**src/mebt_pkg.sv**
```systemverilog
package mebt_pkg;

  // number formats
  localparam int FX_W    = 48;
  localparam int FRAC_W  = 40;
  localparam int MAG_W   = FX_W - 1;
  localparam int HALF_W  = FX_W / 2;
  localparam int MUL_W   = 2 * FX_W;
  localparam int WIDE_W  = 64;
  localparam int PIX_W   = 10;
  localparam int CNT_W   = 14;
  localparam int MUL_LAT = 4;

  // frame geometry
  localparam int FRAME_WIDTH  = 1024;
  localparam int FRAME_HEIGHT = 1024;
  localparam int OFF_W        = PIX_W + 4;
  localparam int PROD_W       = OFF_W + FX_W;

  // queue between classifier and iterator
  localparam int QUEUE_DEPTH = 2;
  localparam int QPTR_W      = $clog2(QUEUE_DEPTH);
  localparam int QCNT_W      = $clog2(QUEUE_DEPTH + 1);

  // fixed point constants
  localparam logic signed [FX_W-1:0] FX_ONE       = FX_W'(64'sd1 <<< FRAC_W);
  localparam logic signed [FX_W-1:0] FX_TWO       = FX_W'(64'sd2 <<< FRAC_W);
  localparam logic signed [FX_W-1:0] FX_QUARTER   = FX_W'(64'sd1 <<< (FRAC_W - 2));
  localparam logic signed [FX_W-1:0] FX_SIXTEENTH = FX_W'(64'sd1 <<< (FRAC_W - 4));
  localparam logic signed [FX_W-1:0] FX_MAX       = {1'b0, {(FX_W-1){1'b1}}};
  localparam logic signed [FX_W-1:0] FX_MIN       = {1'b1, {(FX_W-1){1'b0}}};
  localparam logic signed [WIDE_W-1:0] SAT_HI     = WIDE_W'(FX_MAX);
  localparam logic signed [WIDE_W-1:0] SAT_LO     = WIDE_W'(FX_MIN);

  // configuration register map
  localparam int CFG_IDX_W = 3;
  localparam logic [CFG_IDX_W-1:0] REG_CENTER_REAL  = 3'd0;
  localparam logic [CFG_IDX_W-1:0] REG_CENTER_IMAG  = 3'd1;
  localparam logic [CFG_IDX_W-1:0] REG_PIXEL_STEP   = 3'd2;
  localparam logic [CFG_IDX_W-1:0] REG_MAX_ITER     = 3'd3;
  localparam logic [CFG_IDX_W-1:0] REG_ESCAPE_RADIUS = 3'd4;

  // configuration reset values
  localparam logic [MAG_W-1:0] PIXEL_STEP_RESET    = MAG_W'(64'd4294967296);
  localparam logic [CNT_W-1:0] MAX_ITER_RESET      = CNT_W'(100);
  localparam logic [MAG_W-1:0] ESCAPE_RADIUS_RESET = MAG_W'(64'd4398046511104);

  typedef struct packed {
    logic signed [FX_W-1:0] center_real;
    logic signed [FX_W-1:0] center_imag;
    logic [MAG_W-1:0]       pixel_step;
    logic [CNT_W-1:0]       max_iterations;
    logic [MAG_W-1:0]       escape_radius_sq;
  } cfg_t;

  // classified pixel handed from front to back
  typedef struct packed {
    logic [PIX_W-1:0]       pixel_x;
    logic [PIX_W-1:0]       pixel_y;
    logic signed [FX_W-1:0] c_real;
    logic signed [FX_W-1:0] c_imag;
    logic                   interior;
  } item_t;

  // clamp a wide signed value into the 48-bit range
  function automatic logic signed [FX_W-1:0] sat_fx(input logic signed [WIDE_W-1:0] v);
    logic signed [FX_W-1:0] r;
    if (v > SAT_HI) begin
      r = FX_MAX;
    end else if (v < SAT_LO) begin
      r = FX_MIN;
    end else begin
      r = v[FX_W-1:0];
    end
    return r;
  endfunction

endpackage

```
**src/mebt_queue.sv**
```systemverilog
module mebt_queue (
  input  logic            clk,
  input  logic            rst_n,
  input  logic            push,
  input  mebt_pkg::item_t push_item,
  output logic            full,
  input  logic            pop,
  output mebt_pkg::item_t pop_item,
  output logic            empty
);

  localparam int DEPTH  = mebt_pkg::QUEUE_DEPTH;
  localparam int PTR_W  = mebt_pkg::QPTR_W;
  localparam int CNT_W  = mebt_pkg::QCNT_W;

  mebt_pkg::item_t   slot_r [DEPTH];
  logic [PTR_W-1:0]  wr_ptr_r, rd_ptr_r;
  logic [CNT_W-1:0]  count_r;

  // pointers and fill level
  always_ff @(posedge clk) begin
    if (!rst_n) begin
      wr_ptr_r <= '0;
      rd_ptr_r <= '0;
      count_r  <= '0;
    end else begin
      if (push) begin
        wr_ptr_r <= (wr_ptr_r == PTR_W'(DEPTH - 1)) ? '0 : wr_ptr_r + 1'b1;
      end
      if (pop) begin
        rd_ptr_r <= (rd_ptr_r == PTR_W'(DEPTH - 1)) ? '0 : rd_ptr_r + 1'b1;
      end
      if (push && !pop) begin
        count_r <= count_r + 1'b1;
      end else if (pop && !push) begin
        count_r <= count_r - 1'b1;
      end
    end
  end

  // entry storage
  always_ff @(posedge clk) begin
    if (push) begin
      slot_r[wr_ptr_r] <= push_item;
    end
  end

  assign pop_item = slot_r[rd_ptr_r];
  assign full     = (count_r == CNT_W'(DEPTH));
  assign empty    = (count_r == '0);

endmodule

```
**config.mk**
```make
export PLATFORM = sky130hd
export DESIGN_NAME = mebt_queue
export DESIGN_NICKNAME = d
export VERILOG_FILES = /design/src/mebt_pkg.sv /design/src/mebt_queue.sv
export SDC_FILE = /design/constraint.sdc
export NUM_CORES = 1
export LEC_CHECK = 0
export BUFFER_PORTS_ARGS = -buffer_cell sky130_fd_sc_hd__buf_2
export CAP_MARGIN = 20
export CORE_ASPECT_RATIO = 0.6
export CORE_MARGIN = 4
export CORE_UTILIZATION = 25
export DETAILED_ROUTE_END_ITERATION = 10
export HOLD_SLACK_MARGIN = 0.02
export RECOVER_POWER = 50
export SYNTH_ARGS = -nofsm -noshare
export SYNTH_HDL_FRONTEND = slang
export SYNTH_SLANG_ARGS = --single-unit
```
**constraint.sdc**
```tcl
create_clock -name clk -period 13.9 [get_ports clk]
set_input_delay 2.78 -clock clk [delete_from_list [all_inputs] [get_ports clk]]
set_output_delay 2.78 -clock clk [all_outputs]
set_load 0.005 [all_outputs]
```
Word-level counts from Yosys, hierarchy flattened

Memories as Yosys holds them, arrays and structs flattened. A register that Yosys moved wholly into a read port is not among the register bits.
Cells that the tools add are included.

Register bits after elaboration: 4
Input bits: 121
RAM bits: 234
Output and inout bits: 119
Memories: 1

Memories:

| name   | words | bits a word | read ports | clocked after Yosys merged registers in | wr ports | RTL line         | text |
|---|---|---|---|---|---|---|---|
| slot_r | 2     | 117         | 1          | 1                                       | 1        | mebt_queue.sv:16 | `mebt_pkg::item_t slot_r [DEPTH];` |

Reductions and logical operators: 6
Add/subtract/negate cells: 4
Mux-type cells: 8
Equality and inequality tests: 1

Operator list:

| kind                                              | count |
|---|---|
| 2-to-1 mux 1 bit                                  | 6 |
| 2-to-1 mux 2 bit                                  | 2 |
| adder 1 bit (second input constant)               | 2 |
| adder 2 x 1 -> 2 bit (second input constant)      | 1 |
| == test 2 bit (second input constant)             | 1 |
| logical AND 1 bit                                 | 2 |
| zero test 1 bit                                   | 2 |
| zero test 2 bit                                   | 1 |
| nonzero test 2 bit                                | 1 |
| subtractor 2 x 1 -> 2 bit (second input constant) | 1 |

Depth between registers and ports, before layout

Gate-level depths: netlist of the first run.

Depth after elaboration: 4
Depth in mapped cells: 5
Gate-level depth less buffers: 5

Worst setup path before layout of the first run

No wires, ideal clock.

Path kind: input-to-reg
Start point: input push
End point: memory slot_r[0][0] (netlist name), enable pin
Setup slack: 5402 ps
Arrival: 7889 ps
Stages: 1
Data required time: 13291 ps
Cells stage by stage: nor2b_1

Longest elaborated chain between the ends: 2

Ends and longest elaborated chain:

| item                                   | RTL line         | text |
|---|---|---|
| from (decl)                            | mebt_queue.sv:4  | `input logic push,` |
| 2-to-1 mux 1 bit                       | mebt_queue.sv:43 | `if (push) begin` |
| 2-to-1 mux 1 bit (implied by the code) | mebt_queue.sv:44 | `slot_r[wr_ptr_r] <= push_item;` |
| to (decl)                              | mebt_queue.sv:16 |  |

Every way passes these cells.

Worst setup path in the final report of the first run

Start point: input push
End point: memory slot_r[1][89] (netlist name), enable pin

Same word-level chain as after synthesis.

==> impl_metrics.py, run 1 <==
metrics = {
    "route": {
        "drc": 0,
        "drt_iter0_drc": 206,
        "viasPerCell": 4.02,
        "ant_nets": 0,
        "wirelength_um": 19700,
        "num_vias": 4516,
        "dr.pass1.iters": 4,
        "wire_per_inst_um": 17.5,
    },
    "pwr": {
        "comb_power_share_pct": 9.1,
        "swShare_pct": 21.7,
        "p_leak_uw": 0.00398,
        "p_int_uw": 1280,
        "p_seq_share_pct": 52.0,
        "pwr-share-clk_pct": 38.9,
        "p_switching_uw": 353,
        "max-vdd-ir-drop_mv": 0.0799,
        "powerDensity_mw_per_mm2": 146,
    },
    "floorplan": {
        "die_x_um": 250,
        "core.rowCount": 52,
        "start_util_pct": 25.7,
        "die_y_um": 153,
        "io_pins": 240,
        "die-area_mm2": 0.0382,
        "core_area_mm2": 0.0342,
    },
    "final_layout": {
        "final_common_cell": "edfxtp_1",
        "finalNonFillerCells": 1122,
        "drive_gt1_share_pct": 48.6,
        "area_growth_pct": 27.3,
        "mostFrequentLayoutCells": "edfxtp_1 (234), buf_2 (168), mux2_2 (87)",
        "final_nets": 767,
        "fin_util_pct": 32.7,
        "final_cell_area_mm2": 0.0112,
    },
    "logic_synthesis": {
        "yosys.area.top_type_share_pct": 80.1,
        "yosysWarnings": 0,
        "synth_area_leaders": "edfxtp_1 (80%), mux2_2 (11%), mux2_4 (5.1%)",
        "synth-xor-area-share_pct": 0.300,
        "syn_nets": 508,
        "postSynthCellCount": 386,
        "yosysSeqAreaShare_pct": 81.3,
        "synthSimpleGateAreaFrac_pct": 0.613,
        "syn_area_mm2": 0.00877,
        "synth_compound_area_share_pct": 0.228,
        "avgSynthCellArea_um2": 22.7,
        "ys_ff_latch": 239,
        "synth_mux_area_share_pct": 16.3,
        "synth_top_family_by_area": "multiplexers",
        "synthAdderAreaFrac_pct": 0.143,
        "synth_largest_area_cell": "edfxtp_1",
        "synth_cell_type_count": 17,
    },
    "cts": {
        "clk_pin_slew_ns": 0.06,
        "cts.sinks": 239,
        "clk_latency_ns": 0.51,
        "htreeDepth": 1,
        "ctsRootBufferMaster": "clkbuf_16",
        "cts_tree": "yes",
        "hold_buffers": 0,
        "cts-buffers-inserted": 25,
        "postCtsSetupRepairBufs": 0,
        "clk_path_buf_depth": 3,
        "cts_resized": 0,
    },
    "placed_design": {
        "dpl.hpwl_um": 12900,
        "portBuffers": 239,
        "post_dp_cell_area_mm2": 0.0105,
        "place.gp.congestion": 0.726,
        "dp.cells": 1077,
    },
    "global_routing": {
        "grt.busiest_layer": "met2",
        "grt_overflow_total": 0,
        "use_met1_pct": 13.0,
        "gr-usage-met3_pct": 3.60,
        "grt_pass1_vias": 4775,
        "grt_pass1_wl_um": 29000,
        "grt_max_degree": 74,
        "grtUsageMet2_pct": 15.3,
        "grt_antenna_before_repair": 2,
        "grt_use_total_pct": 9.79,
    },
    "critical_path": {
        "worst-path-max-fanout": 45,
        "crit_required_ns": 14.04,
        "reg2reg_to": "slot_r[1][89]",
        "crit_path_start_kind": "input pin",
        "rr_startpoint": "wr_ptr_r",
        "path_class": "input pin to register",
        "reg2reg_depth": 3,
        "r2r_slack_ns": 10.02,
        "critPathCaptureType": "register",
        "arrival_ns": 6.09,
    },
    "worst_hold_path": {
        "min_to": "count_r[1]",
        "holdPathStages": 2,
        "min_path_type": "register to register",
        "hp-start": "count_r[1]",
    },
    "timing": {
        "drv_slew": 81,
        "clock.fmax_mhz": 168,
        "fin_setup_tns_ns": 0,
        "min_period_over_period_pct": 42.8,
        "finalSetupViolCount": 0,
        "worst_slew_pin_slew_ns": 2.93,
        "final_hold_viol_count": 0,
        "clock_skew_ns": 0.00411,
        "period_needed_ns": 5.95,
        "whs_ns": 0.547,
        "rsz0062_at_grt": "false",
        "slew_headroom_pct": -95.3,
    },
    "status": {
        "outcome": "finished, violations left",
        "violations": "capacitance limit, slew limit",
    },
    "job": {
        "max-cap-violations": 2,
    },
}
## worst max path at each step
stage,start,to,slack [ns],depth (start not counted)
floorplan,push,slot_r[0][0],5.40,1
global placement,push,slot_r[1][107],8.82,4
detailed placement,push,slot_r[1][108],8.78,4
CTS,register,pop_item[66],8.45,3
global route,push,slot_r[1][89],7.55,4
finish,push,slot_r[1][89],7.95,4
## through the flow
stage	power, µW	setup slack (ns)
global route	1710	7.55
floorplan	944	5.40
CTS	1670	8.45
detailed placement	1020	8.78
global placement	1010	8.82
finish	1630	7.95
## area by class of cell
class                   instances  area [µm²]
fillers                      3402       23000
flip-flops and latches        239        7130
multi-input cells             133        1540
repair buffers                245        1150
clock buffers                  31         648
well taps                     459         574
clock inverters                13         115
inverters                       1        3.75
diodes                          1        2.50
## critical path: stages
cell and delay, ns:
clkbuf_1 0.14, and2_0 1.73, buf_4 0.74, buf_4 0.62
## flip-flops by register name (all words and copies together) (netlist names), named ones only
name,flops
slot_r,234
count_r,2
rd_ptr_r,1
wr_ptr_r,1
## routing by layer
layer / wire length, µm / vias up
li1: - / 2048
met1: 8810 / 2282
met2: 8820 / 142
met3: 1530 / 42
met4: 499 / 2
met5: 13 / -
## Yosys cell counts, drive strengths merged
cell type,count
a21boi,1
and2,4
buf,13
dfxtp,5
edfxtp,234
ha,1
inv,1
mux2,117
nor2,1
nor2b,3
o21a,1
o21ai,1
or3,1
xnor2,1
xor2,2
## logic make-up (layout without fill, tap and decap cells)
kind of cell,count (synthesis),in the layout
adder cells (fa/ha/maj),1,1
AND/OR/NAND/NOR,9,9
multiplexers,117,117
AO/OA/AOI/OAI,3,3
buffers and inverters,14,290
other,0,1
flip-flops,239,239
XOR/XNOR,3,3
## power by group through the flow
stage	Clock (µW)	Sequential [µW]	Combinational [µW]
final	634	847	149
after global routing	695	850	163
after CTS	663	847	157
after detailed placement	0	862	156
after global placement	0	860	154
after floorplan	0	860	84.2
(Power assumes the default switching activity.)
==> inputs of run 2 (changes only) <==
==> constraint.sdc (replaced) <==
create_clock -name clk -period 5.76 [get_ports clk]
set_input_delay 1.152 -clock clk [delete_from_list [all_inputs] [get_ports clk]]
set_output_delay 1.152 -clock clk [all_outputs]
set_load 0.005 [all_outputs]
==> run 2 against run 1 <==
Against the previous run:
- the flow still finishes with violations (capacitance limit, slew limit)
- critical endpoint is now slot_r[1][97]
- critical path depth shrank 1
- combinational power rose by 150%
- clock skew grew 0.0039 ns
- sequential share of layout area hardly changed
- global-route usage is 0.53 points lower
- clock power is 140% higher
- sequential power is 140% higher
- core utilization hardly changed
- routed wire length shrank 5.0%
==> impl_metrics.py, run 2 (same netlist as run 1, synthesis figures left out) <==
metrics = {
    "cts": {
        "hold_buffers": 0,
        "ctsRootBufferMaster": "clkbuf_16",
        "clk_latency_ns": 0.52,
        "htreeDepth": 1,
        "clk_pin_slew_ns": 0.06,
        "cts_resized": 0,
        "cts.sinks": 239,
        "postCtsSetupRepairBufs": 0,
        "cts-buffers-inserted": 24,
        "cts_tree": "yes",
        "clk_path_buf_depth": 3,
    },
    "worst_hold_path": {
        "min_path_type": "register to register",
        "hp-start": "count_r[1]",
        "min_to": "count_r[1]",
        "holdPathStages": 2,
    },
    "floorplan": {
        "die-area_mm2": 0.0382,
        "core_area_mm2": 0.0342,
        "core.rowCount": 52,
        "die_y_um": 153,
        "die_x_um": 250,
        "io_pins": 240,
        "start_util_pct": 25.7,
    },
    "global_routing": {
        "grt_pass1_wl_um": 28100,
        "grt_overflow_total": 0,
        "grt_pass1_vias": 4741,
        "grt_use_total_pct": 9.26,
        "grt_max_degree": 118,
        "grt_antenna_before_repair": 2,
    },
    "pwr": {
        "power_uw": 3910,
        "comb_power_share_pct": 9.4,
        "p_leak_uw": 0.00398,
        "powerDensity_mw_per_mm2": 350,
        "max-vdd-ir-drop_mv": 0.185,
        "p_seq_share_pct": 52.1,
        "p_switching_uw": 825,
        "p_int_uw": 3080,
        "swShare_pct": 21.1,
        "pwr-share-clk_pct": 38.4,
    },
    "timing": {
        "drv_slew": 168,
        "worst_slew_pin_slew_ns": 3.67,
        "fin_setup_tns_ns": 0,
        "min_period_over_period_pct": 71.3,
        "period_needed_ns": 4.11,
        "final_hold_viol_count": 0,
        "clock.fmax_mhz": 244,
        "slew_headroom_pct": -145,
        "clock_skew_ns": 0.00802,
        "finalSetupViolCount": 0,
        "rsz0062_at_grt": "false",
    },
    "critical_path": {
        "worst-path-max-fanout": 70,
        "cp-startpoint": "push",
        "critPathCaptureType": "register",
        "r2r_slack_ns": 2.06,
        "crit_path_start_kind": "input pin",
        "reg2reg_to": "slot_r[1][97]",
        "crit_required_ns": 5.92,
        "reg2reg_depth": 2,
        "arrival_ns": 4.26,
        "rr_startpoint": "wr_ptr_r",
        "path_class": "input pin to register",
    },
    "route": {
        "wire_per_inst_um": 16.7,
        "wirelength_um": 18700,
        "num_vias": 4457,
        "dr.pass1.iters": 4,
        "ant_nets": 0,
        "drt_iter0_drc": 204,
        "drc": 0,
        "viasPerCell": 3.99,
    },
    "status": {
        "outcome": "finished, violations left",
        "violations": "capacitance limit, slew limit",
    },
    "final_layout": {
        "mostFrequentLayoutCells": "edfxtp_1 (234), buf_2 (171), mux2_2 (87)",
        "largest_register_ffs": 234,
        "final_nets": 764,
        "drive_gt1_share_pct": 48.9,
        "largest_register": "slot_r",
        "final_common_cell": "edfxtp_1",
        "reg_top3": "slot_r: 234 flops, count_r: 2 flops",
        "area_growth_pct": 27.3,
        "seqCellArea_mm2": 0.00713,
        "antenna_cells": 0,
        "multi_input_area_mm2": 0.00154,
        "fillerInstances": 3380,
    },
    "placed_design": {
        "place.gp.congestion": 0.701,
        "portBuffers": 239,
        "dpl.hpwl_um": 12300,
    },
    "job": {
        "max-cap-violations": 3,
    },
}
## run 2: changes by cell type in the layout (fill, tap and decap cells not counted), sizes merged
cell and delta:
inv +1, clkbuf -4, clkinvlp -2, clkinv +1, diode -1
## run 2: worst max path at each step
stage | depth (start not counted) | slack, ns | end
after floorplan | 1 | 1.10 | slot_r[0][0]
after global placement | 3 | 2.96 | slot_r[1][84]
after detailed placement | 3 | 2.95 | slot_r[1][99]
after CTS | 3 | 2.49 | pop_item[108]
after global routing | 3 | 1.21 | slot_r[1][97]
final | 3 | 1.65 | slot_r[1][97]
## run 2: final cells by class
cell class | instances | area share (%)
well taps | 459 | 5.14
multi-input cells | 133 | 13.8
clock buffers | 29 | 5.74
repair buffers | 243 | 10.4
flip-flops and latches | 239 | 63.9
inverters | 1 | 0.0336
clock inverters | 13 | 1.01
## run 2: layer usage
| metal | up-vias | global-route usage (%) | part of all wire (%) |
|---|---|---|---|
| li1 | 2047 | - | - |
| met5 | - | 0 | 0 |
| met4 | 0 | 2.36 | 2.6 |
| met3 | 35 | 3.16 | 7.0 |
| met2 | 152 | 14.5 | 46 |
| met1 | 2223 | 12.5 | 45 |
## run 2: through the flow
| stage | worst slack [ns] | util (%) | cells | hold WS (ns) | area (µm²) |
|---|---|---|---|---|---|
| 2_1_floorplan | 1.10 | - | 386 | 0.466 | 8770 |
| 3_3_place_gp | 2.96 | 30.8 | 1075 | 0.497 | 10500 |
| 3_5_place_dp | 2.95 | 30.8 | 1075 | 0.508 | 10500 |
| 4_1_cts | 2.49 | 33.0 | 1117 | 0.520 | 11300 |
| 5_1_grt | 1.21 | 32.7 | 1117 | 0.560 | 11200 |
| 6_report | 1.65 | 32.7 | 1117 | 0.526 | 11200 |
## run 2: power by group through the flow
stage	Combinational (µW)	Clock (µW)	Sequential, µW
finish	368	1500	2040
global route	402	1650	2040
CTS	387	1570	2030
detailed placement	385	0	2070
global placement	383	0	2060
floorplan	203	0	2070
## run 2: worst max-delay path: stages
cell	delay, ns
buf_2	0.11
and2_0	2.51
buf_12	0.38
